`config.mk`:
```
export PLATFORM = sky130hd
export DESIGN_NAME = lzbc_queue
export DESIGN_NICKNAME = d
export VERILOG_FILES = /design/src/hw/rtl/lzbc_pkg.sv /design/src/hw/rtl/lzbc_queue.sv
export SDC_FILE = /design/constraint.sdc
export NUM_CORES = 1
export LEC_CHECK = 0
export ABC_AREA = 1
export BUFFER_PORTS_ARGS = -buffer_cell sky130_fd_sc_hd__buf_2
export CAP_MARGIN = 20
export CORE_MARGIN = 5
export CORE_UTILIZATION = 58
export DETAILED_ROUTE_END_ITERATION = 8
export PLACE_DENSITY_LB_ADDON = 0.3
export SETUP_SLACK_MARGIN = 0.4
export SLEW_MARGIN = 15
export SYNTH_ARGS = -nofsm -noshare
export SYNTH_HDL_FRONTEND = slang
export SYNTH_SLANG_ARGS = --single-unit
export TNS_END_PERCENT = 100
```
`constraint.sdc`:
```
create_clock -name clk -period 2.8 [get_ports clk]
set_clock_uncertainty 0.05 [all_clocks]
set_input_delay 0.14 -clock clk [delete_from_list [all_inputs] [get_ports clk]]
set_output_delay 0.14 -clock clk [all_outputs]
set_load 0.05 [all_outputs]
```
`src/hw/rtl/lzbc_pkg.sv`:
```
// Shared types and constants for the LZ block copy decoder.
`timescale 1ns / 1ps
`default_nettype none
package lzbc_pkg;

	localparam int unsigned DIST_W  = 17;
	localparam int unsigned COUNT_W = 17;
	localparam int unsigned LEN_W   = 6;
	localparam int unsigned QDEPTH  = 4;

	localparam logic [COUNT_W-1:0] COUNT_MAX = '1;
	localparam logic [7:0] COPY_LEN_MASK = 8'h3f;

	typedef struct packed {
		logic       start_req;
		logic [7:0] data_byte;
	} in_item_t;

	typedef struct packed {
		logic [7:0] out_byte;
		logic       last_of_run;
		logic       bad_distance;
	} out_item_t;

	// One unit of work for the back end: a literal byte or a whole copy.
	typedef struct packed {
		logic              is_copy;
		logic              restart;
		logic [7:0]        lit_byte;
		logic [DIST_W-1:0] copy_dist;
		logic [LEN_W-1:0]  len_m1;
	} job_t;

	function automatic logic [COUNT_W-1:0] count_inc(input logic [COUNT_W-1:0] c);
		count_inc = (c == COUNT_MAX) ? c : c + COUNT_W'(1);
	endfunction

endpackage
`default_nettype wire

```
`src/hw/rtl/lzbc_queue.sv`:
```
// Small job queue between parser and executor.
`timescale 1ns / 1ps
`default_nettype none
module lzbc_queue (
	input  wire             clk,
	input  wire             arst_n,
	input  wire             wr_en,
	input  lzbc_pkg::job_t  wr_job,
	output logic            full,
	input  wire             rd_en,
	output logic            empty,
	output lzbc_pkg::job_t  rd_job
);
	import lzbc_pkg::*;

	localparam int unsigned IW = $clog2(QDEPTH);

	job_t          slot_q [QDEPTH];
	logic [IW-1:0] wr_ptr_q, rd_ptr_q;
	logic [IW:0]   cnt_q;
	logic          do_wr, do_rd;

	assign full   = (cnt_q == (IW+1)'(QDEPTH));
	assign empty  = (cnt_q == '0);
	assign do_wr  = wr_en && !full;
	assign do_rd  = rd_en && !empty;
	assign rd_job = slot_q[rd_ptr_q];

	always_ff @(posedge clk) begin
		if (do_wr) begin
			slot_q[wr_ptr_q] <= wr_job;
		end
	end

	always_ff @(posedge clk or negedge arst_n) begin
		if (!arst_n) begin
			wr_ptr_q <= '0;
			rd_ptr_q <= '0;
			cnt_q    <= '0;
		end else begin
			if (do_wr) begin
				wr_ptr_q <= wr_ptr_q + IW'(1);
			end
			if (do_rd) begin
				rd_ptr_q <= rd_ptr_q + IW'(1);
			end
			if (do_wr && !do_rd) begin
				cnt_q <= cnt_q + (IW+1)'(1);
			end else if (do_rd && !do_wr) begin
				cnt_q <= cnt_q - (IW+1)'(1);
			end
		end
	end

endmodule
`default_nettype wire

```
== Yosys cells after proc, flatten, opt, wreduce, memory -nomap -nowiden ==
Memory sizes are Yosys's and may differ from the RTL's.
Index checks and enable logic that the tools add are counted.

* Register bits: 7
* Memory bits (writable): 132
* Input bits: 37
* Output and inout bits: 35
* Logic and storage cells: 23
* Memories kept: 1

{| class="wikitable"
|+ Memory list
! name !! depth !! bits a word !! rd ports !! clocked after memory_dff !! write ports !! RTL line !! RTL
|-
| slot_q || 4 || 33 || 1 || 0 || 1 || lzbc_queue.sv:18 || <nowiki>job_t slot_q [QDEPTH];</nowiki>
|}

* Add/subtract/negate cells: 4
* Equal/unequal tests: 1
* Multiplexer cells: 4
* Reductions and logical operators: 10

{| class="wikitable"
|+ Operator list
! cell !! count
|-
| 2-to-1 mux 3 bit || 2
|-
| adder 2 x 1 -> 2 bit (second input constant) || 2
|-
| logical AND 1 bit || 4
|-
| zero test 1 bit || 4
|-
| adder 3 x 1 -> 3 bit (second input constant) || 1
|-
| == test 3 bit (second input constant) || 1
|-
| zero test 3 bit || 1
|-
| subtractor 3 x 1 -> 3 bit (second input constant) || 1
|-
| 2-to-1 mux 1 bit || 2
|-
| nonzero test 2 bit || 1
|}

== Logic depth before layout (Yosys ltp) ==
* Depth in word-level cells: 7
* Gate-level depth with buffers: 12
* Mapped depth without buffers: 12

== Worst setup path before layout ==
Ideal clock, no wire load.

* Path kind: flip-flop to flip-flop
* Start: register cnt_q[0]
* End: memory slot_q[0][0] in the netlist's numbering (enable)
* Setup time: 0.423 ns
* Arrival time: 2.114 ns
* Data required time: 2.327 ns
* Path slack: 0.213 ns
* Stages on the path, launching flop included: 5
* Path buffers: 0
* Period minus slack after synthesis: 2.587 ns
* Cell sequence: dfrtp_1 > inv_2 > nand3_1 > nand2_1 > nor2_1

* Word-level cells in the longest chain between the ends: 5

{| class="wikitable"
|+ Ends and longest elaborated chain
! item !! RTL line !! RTL
|-
| from (decl) || lzbc_queue.sv:20 || <nowiki>logic [IW:0] cnt_q;</nowiki>
|-
| from (signal assigned) || lzbc_queue.sv:48 || <nowiki>cnt_q <= cnt_q + (IW+1)'(1);</nowiki>
|-
| from (signal assigned) || lzbc_queue.sv:50 || <nowiki>cnt_q <= cnt_q - (IW+1)'(1);</nowiki>
|-
| == test 3 bit || lzbc_queue.sv:23 || <nowiki>assign full = (cnt_q == (IW+1)'(QDEPTH));</nowiki>
|-
| zero test 1 bit || lzbc_queue.sv:25 || <nowiki>assign do_wr = wr_en && !full;</nowiki>
|-
| logical AND 1 bit || lzbc_queue.sv:25 ||
|-
| 2-to-1 mux 1 bit || lzbc_queue.sv:30 || <nowiki>if (do_wr) begin</nowiki>
|-
| 2-to-1 mux 1 bit (implied by the code) || lzbc_queue.sv:31 || <nowiki>slot_q[wr_ptr_q] <= wr_job;</nowiki>
|-
| to (decl) || lzbc_queue.sv:18 ||
|}

No other way between the ends.

==> results.sh <==
export IMPL_status="finished, final reports clean"
export IMPL_peakVddDrop_mv=0.771
export IMPL_relSlewSlack_pct=57.7
export IMPL_critPathKind="reg -> out"
export IMPL_final_hold_violation_count=0
export IMPL_synth_area_per_cell_sq_um=13.1
export IMPL_dieArea_sq_mm=0.0122
export IMPL_netlist_cell_type_count=18
export IMPL_clockBufferDepth=2
export IMPL_nNetsFinal=608
export IMPL_setup_tns_ps=0
export IMPL_dr_wl_met3_um=648
export IMPL_cts_sinks=139
export IMPL_critPathArrivalTime_ps=2060
export IMPL_worst_pin_slew_ps=633
export IMPL_post_route_util_pct=75.3
export IMPL_fin_ws_ps=548
export IMPL_fp_dieH_um=111
export IMPL_wl_met2_mm=6.32
export IMPL_synth_area_leaders="edfxtp_1 68%, nand2_1 7.5%, o211ai_2 7.0%"
export IMPL_fin_crit_sh_pct=80.4
export IMPL_maxCapViolCount=0
export IMPL_clock_latency_ps=520
export IMPL_via_per_inst=5.14
export IMPL_yosys_warnings=0
export IMPL_async_reset_ff_share_pct=5.04
export IMPL_wl_met1_mm=4.82
export IMPL_hold_ws_ps=324
export IMPL_fillers=636
export IMPL_antenna_cells=0
export IMPL_die_w_um=111
export IMPL_cts_tree="built"
export IMPL_power_density_mw_per_mm2=1220
export IMPL_post_cts_buffers=0
export IMPL_rsz0062_at_grt="false"
export IMPL_drt_antenna_violating_nets=0
export IMPL_drt_wl_total_mm=12.0
export IMPL_endpoint_kind="primary output"
export IMPL_syn_nets=489
export IMPL_synth_edf_count=132
export IMPL_maxSlewViolCount=0
export IMPL_track_usage_pct=20.8
export IMPL_drtIter0Drc=255
export IMPL_top_layer="met4"
export IMPL_cts_inserted_buffers=17
export IMPL_period_minus_slack_ps=2250
export IMPL_syn_area_sq_mm=0.00586
export IMPL_synth_top_area_share_pct=67.6
export IMPL_htreeDepth=4
export IMPL_yosysMostFrequentCell="edfxtp_1"
export IMPL_ios=72
export IMPL_drcViolationCount=0
export IMPL_ys_top_cells_by_count="132 x edfxtp_1, 117 x nand2_1, 79 x inv_1, 33 x o211ai_1, 33 x o211ai_2"
export IMPL_path_clk_slew_ps=60
export IMPL_setup_violations=0
export IMPL_fmax_mhz=444
export IMPL_leakage_uw=0.00312
export IMPL_drive_gt1_share_pct=26.6
export IMPL_grt_max_degree=60
export IMPL_dp_hpwl_mm=7.06
export IMPL_ys_ff_latch=139
export IMPL_grt_pass1_vias=3825
export IMPL_area_growth_pct=26.1
export IMPL_via_count=3654
export IMPL_core_sq_mm=0.00982
export IMPL_grt_ovfl_total=0
export IMPL_avgRoutedWirePerCell_um=16.8
export IMPL_holdCritPathClass="in -> reg"
export IMPL_cp_data_required_time_ps=2610
export IMPL_final_area_sq_mm=0.00739
export IMPL_cp_max_fo=19
export IMPL_ys_seq_area_share_pct=70.6
export IMPL_row_count=36
export IMPL_antenna_found_initial=0
export IMPL_placed_area_sq_mm=0.00637
export IMPL_yosys_area_top_type="edfxtp_1"
export IMPL_port_buffers=71
export IMPL_clock_root_buffer="clkbuf_8"
export IMPL_cp_start_kind="flop"
export IMPL_post_place_ws_ps=651
export IMPL_ys_flop_type="edfxtp_1"
export IMPL_grt_pass1_wl_mm=19.7
export IMPL_syn_inst=446
export IMPL_gp_congestion=0.800
export IMPL_drt_pass1_iter_count=4
export IMPL_start_util_pct=59.7
-- registers in the layout (all words and copies together), names as in the netlist --
name      count
cnt_q         3
wr_ptr_q      2
rd_ptr_q      2
slot_q      132
-- worst paths after layout --
check,cells past startpoint,from,slack [ps],endpoint
worst max-delay path,4,rd_ptr_q[1],550,rd_job[26]
worst min-delay path,2,wr_job[0],320,slot_q[0][0]
worst max register to register,9,cnt_q[0],640,cnt_q[1]
worst min register to register,2,cnt_q[2],490,cnt_q[2]
max in group asynchronous,3,arst_n,1880,rd_ptr_q[1]
min in group asynchronous,3,arst_n,540,rd_ptr_q[1]
-- layout make-up --
class	instances	area, sq um	share of cell area (%)
repair buffers	121	840	11.4
multi-input cells	203	1280	17.3
clock buffers	17	414	5.60
clock inverters	15	204	2.76
inverters	83	343	4.64
flip-flops and latches	139	4140	56.0
well taps	133	166	2.25
-- cells in the final DEF (no fill, tap or decap), drive strengths merged --
master,instances
buf,84
bufinv,6
clkbuf,17
clkinv,8
clkinvlp,2
dfrtp,7
dlygate4sd3,37
edfxtp,132
fa,1
ha,5
inv,82
nand2,117
nand3,7
nand4,1
nor2,4
o211ai,66
o21ai,1
xnor2,1
-- what timing repair did --
action / in CTS / in global routing
hold buffers: 37 / 0
endpoints found under the setup margin: 10 / 8
hold endpoints to repair: 143 / 0
gates resized for setup: 4 / 4
-- critical path, stage by stage (launching register included) --
cell,delay [ps]
dfrtp_4,610
buf_4,350
o211ai_1,150
nand2_1,140
buf_2,280
-- layer usage --
metal | track usage [%] | vias up
met4 | 7.88 | 0
met1 | 24.8 | 1741
met2 | 35.8 | 119
li1 | - | 1779
met3 | 5.85 | 15
met5 | 0 | -
-- logic make-up (layout without fill, tap and decap cells) --
group,count (synthesis),count (layout),share of synthesized area [%]
DFF,139,139,70.6
and+or+nand+nor,129,129,8.45
adders and majority gates,6,6,1.41
AOI/OAI and AO/OA,67,67,11.4
buffers and inverters,104,236,8.03
xor gates and xnor gates,1,1,0.149
-- power by group --
group          switching, uW  leakage (uW)  internal, uW
logic                   2800       0.00153           980
registers                196       0.00129          2750
clock network            799      0.000297          1520
-- metrics by stage --
| step | power, uW | std cells |
|---|---|---|
| floorplan | 5830 | 446 |
| global placement | 6550 | 642 |
| detailed placement | 6640 | 642 |
| CTS | 9020 | 711 |
| global route | 9500 | 711 |
| finish | 9050 | 711 |
No activity file was read; power rests on OpenSTA's default activity.
