[src/hw/rtl/lzbc_pkg.sv]
// Shared types and constants for the LZ block copy decoder.
`timescale 1ns / 1ps
`default_nettype none
package lzbc_pkg;

	localparam int unsigned DIST_W  = 17;
	localparam int unsigned COUNT_W = 17;
	localparam int unsigned LEN_W   = 6;
	localparam int unsigned QDEPTH  = 4;

	localparam logic [COUNT_W-1:0] COUNT_MAX = '1;
	localparam logic [7:0] COPY_LEN_MASK = 8'h3f;

	typedef struct packed {
		logic       start_req;
		logic [7:0] data_byte;
	} in_item_t;

	typedef struct packed {
		logic [7:0] out_byte;
		logic       last_of_run;
		logic       bad_distance;
	} out_item_t;

	// One unit of work for the back end: a literal byte or a whole copy.
	typedef struct packed {
		logic              is_copy;
		logic              restart;
		logic [7:0]        lit_byte;
		logic [DIST_W-1:0] copy_dist;
		logic [LEN_W-1:0]  len_m1;
	} job_t;

	function automatic logic [COUNT_W-1:0] count_inc(input logic [COUNT_W-1:0] c);
		count_inc = (c == COUNT_MAX) ? c : c + COUNT_W'(1);
	endfunction

endpackage
`default_nettype wire

[src/hw/rtl/lzbc_front.sv]
// Stream parser: classifies command, distance and literal bytes into jobs.
`timescale 1ns / 1ps
`default_nettype none
module lzbc_front (
	input  wire                 clk,
	input  wire                 arst_n,
	input  wire                 push,
	input  lzbc_pkg::in_item_t  item,
	output logic                full,
	input  wire                 q_full,
	output logic                job_push,
	output lzbc_pkg::job_t      job
);
	import lzbc_pkg::*;

	typedef enum logic [3:0] {
		PH_CMD = 4'b0001,
		PH_LIT = 4'b0010,
		PH_DHI = 4'b0100,
		PH_DLO = 4'b1000
	} phase_t;

	phase_t           phase_q, eff_phase;
	logic [6:0]       lit_left_q;
	logic [LEN_W-1:0] copy_len_q;
	logic [7:0]       dist_hi_q;
	logic             restart_pend_q;
	logic             accept;
	logic [7:0]       b;

	assign full      = q_full;
	assign accept    = push && !q_full;
	assign b         = item.data_byte;
	assign eff_phase = item.start_req ? PH_CMD : phase_q;

	always_comb begin
		job_push      = accept && (eff_phase == PH_LIT || eff_phase == PH_DLO);
		job.is_copy   = (eff_phase == PH_DLO);
		job.restart   = restart_pend_q;
		job.lit_byte  = b;
		job.copy_dist = DIST_W'({dist_hi_q, b}) + DIST_W'(1);
		job.len_m1    = copy_len_q;
	end

	always_ff @(posedge clk or negedge arst_n) begin
		if (!arst_n) begin
			phase_q        <= PH_CMD;
			lit_left_q     <= '0;
			copy_len_q     <= '0;
			dist_hi_q      <= '0;
			restart_pend_q <= 1'b0;
		end else if (accept) begin
			if (item.start_req) begin
				restart_pend_q <= 1'b1;
			end else if (job_push) begin
				restart_pend_q <= 1'b0;
			end
			unique case (eff_phase)
				PH_CMD: begin
					if (!b[7]) begin
						lit_left_q <= b[6:0];
						phase_q    <= PH_LIT;
					end else begin
						copy_len_q <= LEN_W'(b & COPY_LEN_MASK);
						dist_hi_q  <= '0;
						phase_q    <= b[6] ? PH_DLO : PH_DHI;
					end
				end
				PH_LIT: begin
					if (lit_left_q == '0) begin
						phase_q <= PH_CMD;
					end else begin
						lit_left_q <= lit_left_q - 7'd1;
					end
				end
				PH_DHI: begin
					dist_hi_q <= b;
					phase_q   <= PH_DLO;
				end
				PH_DLO: begin
					phase_q <= PH_CMD;
				end
				default: begin
					phase_q <= PH_CMD;
				end
			endcase
		end
	end

endmodule
`default_nettype wire

[config.mk]
export PLATFORM = sky130hd
export DESIGN_NAME = lzbc_front
export DESIGN_NICKNAME = d
export VERILOG_FILES = /design/src/hw/rtl/lzbc_pkg.sv /design/src/hw/rtl/lzbc_front.sv
export SDC_FILE = /design/constraint.sdc
export NUM_CORES = 1
export LEC_CHECK = 0
export BUFFER_PORTS_ARGS = -buffer_cell sky130_fd_sc_hd__buf_2
export CORE_MARGIN = 8
export CORE_UTILIZATION = 25
export CTS_BUF_LIST = sky130_fd_sc_hd__clkbuf_8 sky130_fd_sc_hd__clkbuf_16
export CTS_CLUSTER_DIAMETER = 80
export CTS_CLUSTER_SIZE = 8
export DETAILED_ROUTE_END_ITERATION = 8
export GPL_TIMING_DRIVEN = 0
export SLEW_MARGIN = 10
export SYNTH_ARGS = -nofsm -noshare
export SYNTH_HDL_FRONTEND = slang
export SYNTH_SLANG_ARGS = --single-unit
[constraint.sdc]
create_clock -name clk -period 2.1 [get_ports clk]
set_input_delay 0.42 -clock clk [delete_from_list [all_inputs] [get_ports clk]]
set_output_delay 0.42 -clock clk [all_outputs]
set_load 0.05 [all_outputs]
== Word level (Yosys, flattened, before mapping) ==
Cells that the tools add are included.
Storage, ports and cells
  bits in registers: 26
  bits in latches: 0
  bits in writable memories: 0
  ROM bits: 0
  output and inout port bits: 35
  word-level logic and storage cells: 40
  memories kept: 0
Operators by class
  add/subtract/negate cells: 2
  multiply operators: 0
  divide/modulo/power cells: 0
  order comparisons: 0
  equality and inequality tests: 8
  shift operators: 0
  mux-type cells: 12
  bitwise operators: 0
  reduce and logical (&&, ||, !) cells: 13
Operators with widths (number)
  $add A16 B1 Y17 const B: 1
  $mux W4: 4
  $pmux W8 S2: 1
  $mux W7: 2
  $pmux W7 S2: 1
  $pmux W4 S3: 1
  $mux W8: 1
  $logic_not A7 Y1: 1
  $sub A7 B1 Y7 const B: 1
  $ne A2 B2 Y1 const B: 3
  $reduce_and A3 Y1: 2
  $reduce_bool A2 Y1: 3
  $eq A4 B1 Y1 const B: 1
  $eq A4 B2 Y1 const B: 1
  $eq A4 B3 Y1 const B: 1
  $eq A4 B4 Y1 const B: 1
  $reduce_and A2 Y1: 2
  $reduce_and A4 Y1: 1
  $logic_and A1 B1 Y1: 2
  $mux W1: 2
  $ne A2 B1 Y1 const B: 1
  $logic_not A1 Y1: 1
  $logic_or A1 B1 Y1: 1

== Longest topological paths before layout ==
Gate-level depths: netlist (run 1).
  depth after elaboration: 6
  gate-level depth with buffers: 6
  mapped depth without buffers: 6

== Worst setup path after synthesis (run 1) ==
Ideal clock, no wire load.
  path kind: input -> output
  from: input port item[8] (netlist name)
  to: output port job[32] (netlist name)
  arrival: 2.098 ns
  required time: 1.680 ns
  path slack: -0.418 ns
  cell stages on the path: 3
  path buffers: 1
  path through: or3_1 clkbuf_1 nor3b_1
RTL lines
  from (decl): line lzbc_front.sv:8  | input lzbc_pkg::in_item_t item,
  to (decl): line lzbc_front.sv:12  | output lzbc_pkg::job_t job

==> impl_metrics.csv, run 1 <==
group,metric,value,unit
run_status,status,"completed",
placed_design,gp_congestion,0.881,
placed_design,dp_slack,-237,ps
timing,timing.fmax,490,MHz
critical_path,worstPathMaxFanout,8,
critical_path,timing.rr.start,"lit_left_q[0]",
routing,drc,0,
clocking,clkSlewWorstSetupHoldPaths,90,ps
global_routing,met1_usage,13.4,%
critical_path,crit_arrival,1620,ps
final_layout,drive_gt1_share,47.4,%
logic_synthesis,yosysUniqueCellTypes,52,
global_routing,grt_max_degree,27,
global_routing,antenna_found_initial,0,
logic_synthesis,avgSynthCellArea,9.92,µm²
run,drv_cap,0,
min_path,holdCritPathClass,"in -> async",
clocking,htreeDepth,1,
floorplan,dieWidth,99.8,µm
placed_design,io_buffer_count,46,
logic_synthesis,ys.flop_type,"dfrtp_1",
clocking,cts.sink_count,26,
logic_synthesis,yosys.cell_count.top_type,"dfrtp_1",
final_layout,fin_util,35.9,%
logic_synthesis,synth_top_area_cell,"dfrtp_1",
timing,max_slew.worst_pin.slew,598,ps
logic_synthesis,synth.net_count,193,
global_routing,grt_util_met2,16.0,%
timing,finClkSkew,1.89,ps
routing,drt_wl_total,4890,µm
timing,maxSlewViolCount,0,
timing,maxSlewHeadroom,60.1,%
floorplan,rows,30,
final_layout,syn2layout_area_growth,38.7,%
critical_path,crit_type,"in -> out",
routing,drt_first_pass_iters,4,
routing,wl_per_cell,15.0,µm
logic_synthesis,ys_async_sr_fraction,100,%
critical_path,r2r_cells,6,
logic_synthesis,synth_top_area_share,35.6,%
logic_synthesis,synth_edf_count,0,
logic_synthesis,netlist_area,0.00176,mm²
critical_path,setup.worst_path.start,"item[3]",
floorplan,die_y,99.8,µm
placed_design,dp_hpwl,3650,µm
global_routing,grt_first_pass_wirelength,8140,µm
clocking,clkLatencyLatePin,270,ps
floorplan,initial_utilization,25.9,%
routing,final_antenna_net_count,0,
critical_path,endpoint,"job[19]",
timing,timing.final.ws_setup,58.6,ps
clocking,cts_buffer_depth,2,
timing,timing.final.hold_violations,0,
logic_synthesis,synthTopCellsByArea,"dfrtp_1, xnor2_1, buf_4",
pwr,cellPowerDensity,792,mW/mm²
routing,via_per_inst,4.62,
clocking,cts_tree,"done",
timing,rsz0062_at_grt,"yes",
pwr,p_leak,1.15,nW
pwr,vdd_ir_drop_max,0.000537,V
timing,finalSetupViolations,0,
routing,first_iter_violations,45,
routing,routed-via-count,1506,
final_layout,antenna_cells,0,
clocking,cts-root-buf,"clkbuf_8",
timing,fin_crit_sh,97.2,%
global_routing,grtUsageTotal,9.96,%
logic_synthesis,ys_warn_count,0,
floorplan,io_pins,48,
pwr,power.total,1.93,mW
critical_path,reg2reg_setup_slack,130,ps
critical_path,r2r-end,"lit_left_q[1]",
logic_synthesis,ys_seq_elements,26,
logic_synthesis,synthCells,177,
logic_synthesis,synth_common_cells,"dfrtp_1, o21ai_0, xnor2_1, buf_4",
global_routing,grt.met3_usage,2.01,%
critical_path,cp-start-kind,"input port",
global_routing,grt_overflow,0,
clocking,numCtsBuffers,3,
placed_design,dpl_cell_area,0.00225,mm²
timing,min_period,2040,ps
global_routing,grt_pass1_vias,1584,
final_layout,stdcell_area,0.00244,mm²
floorplan,core_area,0.00679,mm²
floorplan,dieArea,0.00997,mm²
logic_synthesis,ys_seq_area_share,37.1,%
critical_path,end_kind,"primary output",
final_layout,layout.nets,247,
critical_path,cp.required,1680,ps
timing,worst_hold_slack,144,ps
global_routing,grt-busiest-layer,"met2",
## worst max-delay path, cell delays in order
cell	delay [ps]
clkbuf_8	130
and4_4	250
and3_4	210
nand4_1	190
xnor2_4	200
buf_4	210
## power breakdown
part           switching [mW]  internal, mW  leakage [nW]
Sequential             0.0917         0.611         0.326
Clock                   0.164         0.255        0.0357
Combinational           0.508         0.300         0.786
Total                   0.764          1.17          1.15
## kinds of logic (layout without fill, tap and decap cells)
kind of cell	count (synthesis)	in the layout	share of synthesized area (%)
compound gates	44	44	18.4
xor+xnor	15	15	7.48
fa+ha+maj	3	3	2.14
buf+inv	24	77	8.26
flops	26	26	37.1
mux	9	9	6.77
simple gates	56	56	19.9
## routing by layer
layer  routed length [µm]  share of wire [%]  vias to the layer above
met5                    0                  0                        -
met4                   29               0.59                        0
met3                  179                3.7                        4
met2                 2250                 46                       31
met1                 2430                 50                      730
li1                     -                  -                      741
## registers in the layout, indices dropped and copies added (netlist names)
name / count
copy_len_q: 6
restart_pend_q: 1
phase_q: 4
dist_hi_q: 8
lit_left_q: 7
## cell type report
type | instances | area [µm²]
clock buffers | 3 | 41.3
plain buffers | 15 | 121
fillers | 700 | 4360
flip-flops and latches | 26 | 652
repair buffers | 51 | 312
inverters | 7 | 26.3
clock inverters | 1 | 30.0
multi-input cells | 127 | 1130
well taps | 96 | 120
## through the flow
| step | setup TNS (ps) | cells |
|---|---|---|
| final | 0 | 326 |
| after global routing | -1.27 | 326 |
| after CTS | 0 | 324 |
| after detailed placement | -1280 | 319 |
| after global placement | -1150 | 319 |
| after floorplan | 0 | 177 |
## worst min-delay path by stage
stage	start	endpoint	slack (ps)
after floorplan	arst_n	copy_len_q[0]	120
after global placement	arst_n	copy_len_q[2]	470
after detailed placement	arst_n	copy_len_q[2]	470
after CTS	arst_n	lit_left_q[0]	160
after global routing	arst_n	copy_len_q[2]	180
final	arst_n	copy_len_q[2]	140
## layout by cell type (no fill, tap or decap), drive strengths merged, types with 2 or more instances in the layout
| cell | instances |
|---|---|
| nand2 | 9 |
| buf | 65 |
| and3 | 8 |
| nand4 | 4 |
| nor2b | 2 |
| o2bb2ai | 5 |
| o211a | 2 |
| or3 | 4 |
| o21ai | 15 |
| o211ai | 3 |
| nand3 | 4 |
| ha | 3 |
| dfrtp | 25 |
| nor2 | 8 |
| inv | 7 |
| xnor2 | 12 |
| a22o | 7 |
| nor4 | 2 |
| xor2 | 3 |
| nor3 | 3 |
| a21o | 2 |
| nor3b | 2 |
| nand2b | 2 |
| mux2 | 8 |
| and2 | 2 |
| a21oi | 3 |
| clkbuf | 4 |
## what timing repair did
| action | CTS | global route |
|---|---|---|
| pin swaps | 3 | 5 |
| gates resized for setup | 24 | 3 |
| buffers inserted | 3 | 2 |
| hold buffers | 0 | 0 |
| endpoints found under the setup margin | 11 | 6 |
(Power assumes the default switching activity.)
==> run 2, diff against run 1 <==
==> constraint.sdc (replaced) <==
create_clock -name clk -period 2.1 [get_ports clk]
set_input_delay 0.315 -clock clk [delete_from_list [all_inputs] [get_ports clk]]
set_output_delay 0.315 -clock clk [all_outputs]
set_load 0.05 [all_outputs]
==> impl_metrics.csv, run 2 (synthesis gave the netlist of run 1 again) <==
group,metric,value,unit
min_path,holdCritPathClass,"in -> async",
floorplan,initial_utilization,25.9,%
placed_design,io_buffer_count,46,
final_layout,antenna_cells,0,
final_layout,syn2layout_area_growth,29.2,%
final_layout,layout_commonest_cell,"buf_2",
pwr,p_sw_share,40.1,%
timing,maxSlewViolCount,0,
timing,fin_crit_sh,96.7,%
clocking,cts.sink_count,26,
floorplan,dieArea,0.00997,mm²
final_layout,layout.nets,244,
pwr,intPower,1.14,mW
global_routing,grtUsageTotal,10.1,%
timing,timing.fmax,492,MHz
global_routing,grt_overflow,0,
routing,first_iter_violations,19,
placed_design,gp_congestion,0.903,
final_layout,regMostFlops,"dist_hi_q",
critical_path,setup.worst_path.start,"lit_left_q[0]",
critical_path,cp-start-kind,"register",
run,drv_cap,0,
pwr,clockPowerShare,22.4,%
clocking,cts_buffer_depth,2,
clocking,clkLatencyLatePin,280,ps
final_layout,largest_register_ffs,8,
final_layout,reg.largest.list,"dist_hi_q x8, lit_left_q x7, copy_len_q x6",
routing,wl_per_cell,15.3,µm
timing,rsz0062_at_grt,"no",
routing,drc,0,
pwr,cellPowerDensity,840,mW/mm²
final_layout,drive_gt1_share,41.9,%
timing,fin_setup_tns,0,ps
timing,finClkSkew,4.87,ps
floorplan,dieWidth,99.8,µm
final_layout,instances_no_fill,323,
clocking,clkSlewWorstSetupHoldPaths,100,ps
pwr,vdd_ir_drop_max,0.000389,V
pwr,combPwrFrac,40.7,%
timing,min_period,2030,ps
critical_path,worstPathMaxFanout,7,
pwr,switchingPower,0.764,mW
routing,drt_first_pass_iters,4,
clocking,cts_tree,"done",
clocking,htreeDepth,1,
critical_path,timing.rr.start,"lit_left_q[0]",
pwr,p_leak,1.09,nW
routing,final_antenna_net_count,0,
clocking,numCtsBuffers,3,
floorplan,io_pins,48,
critical_path,end_kind,"register",
floorplan,core_area,0.00679,mm²
critical_path,crit_type,"reg -> reg",
global_routing,grt_max_degree,27,
pwr,p_seq_share,36.9,%
placed_design,placedCellCount,319,
global_routing,grt_pass1_vias,1612,
global_routing,grt_first_pass_wirelength,8120,µm
critical_path,cp.required,2270,ps
routing,drt_wl_total,4930,µm
timing,maxSlewHeadroom,58.9,%
timing,finalSetupViolations,0,
floorplan,rows,30,
global_routing,antenna_found_initial,0,
routing,via_per_inst,4.76,
final_layout,layout_common_cells,"buf_2, dfrtp_1, buf_4, o21ai_0, nand2_1",
routing,routed-via-count,1536,
timing,max_slew.worst_pin.slew,617,ps
run_status,status,"completed",
placed_design,dp_hpwl,3720,µm
floorplan,die_y,99.8,µm
clocking,cts-root-buf,"clkbuf_8",
critical_path,crit_arrival,2200,ps
timing,timing.final.hold_violations,0,
==> run 2: changes by cell type in the layout (fill, tap and decap cells not counted), sizes merged <==
cell    change
buf         -4
clkbuf      +1
==> run 2: per-stage QoR <==
stage	worst slack, ps	total power [mW]	hold slack, ps	util [%]	cell area (µm²)
after floorplan	56.1	1.29	19.4	-	1820
after global placement	-92.1	1.47	367	31.9	2170
after detailed placement	-66.4	1.48	379	31.9	2170
after CTS	6.49	1.92	65.1	33.1	2250
after global routing	3.77	2.00	91.1	33.4	2270
final	68.7	1.91	41.6	33.4	2270
==> run 2: final timing paths <==
path,end,slack [ps],cells after the start
max,lit_left_q[1],70,6
min,phase_q[1],40,1
max reg2reg,lit_left_q[1],70,6
min reg2reg,phase_q[0],500,2
max in group asynchronous,dist_hi_q[1],1620,1
min in group clk,dist_hi_q[0],360,2
==> run 2: timing repair <==
action                                  4_1_cts  5_1_grt
hold endpoints to repair                      0        0
gates resized for setup                       4        8
cloned                                        0        0
buffers inserted                              0        1
hold buffers                                  0        0
endpoints found under the setup margin        6       10
pin swaps                                     0        1
==> run 2: power by group through the flow <==
stage	combinational [mW]	clock, mW	sequential, mW
after floorplan	0.476	0	0.815
after global placement	0.767	0	0.707
after detailed placement	0.775	0	0.709
after CTS	0.777	0.439	0.701
after global routing	0.831	0.455	0.717
final	0.776	0.427	0.703
==> run 2: cell type report <==
cell class              instances  area (µm²)
plain buffers                  16         116
clock buffers                   3        41.3
clock inverters                 1        30.0
fillers                       719        4520
inverters                       7        26.3
multi-input cells             127        1030
flip-flops and latches         26         653
well taps                      96         120
repair buffers                 47         250
==> run 2: per-layer routing <==
| layer | vias to the layer above | global-route usage (%) | wire (µm) |
|---|---|---|---|
| met5 | - | 0 | 0 |
| met4 | 0 | 3.14 | 54 |
| met3 | 6 | 2.49 | 305 |
| met2 | 46 | 16.4 | 2300 |
| met1 | 747 | 12.7 | 2260 |
| li1 | 737 | - | - |
==> run 2: worst max-delay path, cell delays in order, from the launching register on <==
cell and delay [ps]:
dfrtp_1 420, inv_1 130, ha_1 150, or3b_1 360
o211a_1 310, nor2_4 200, mux2_2 360
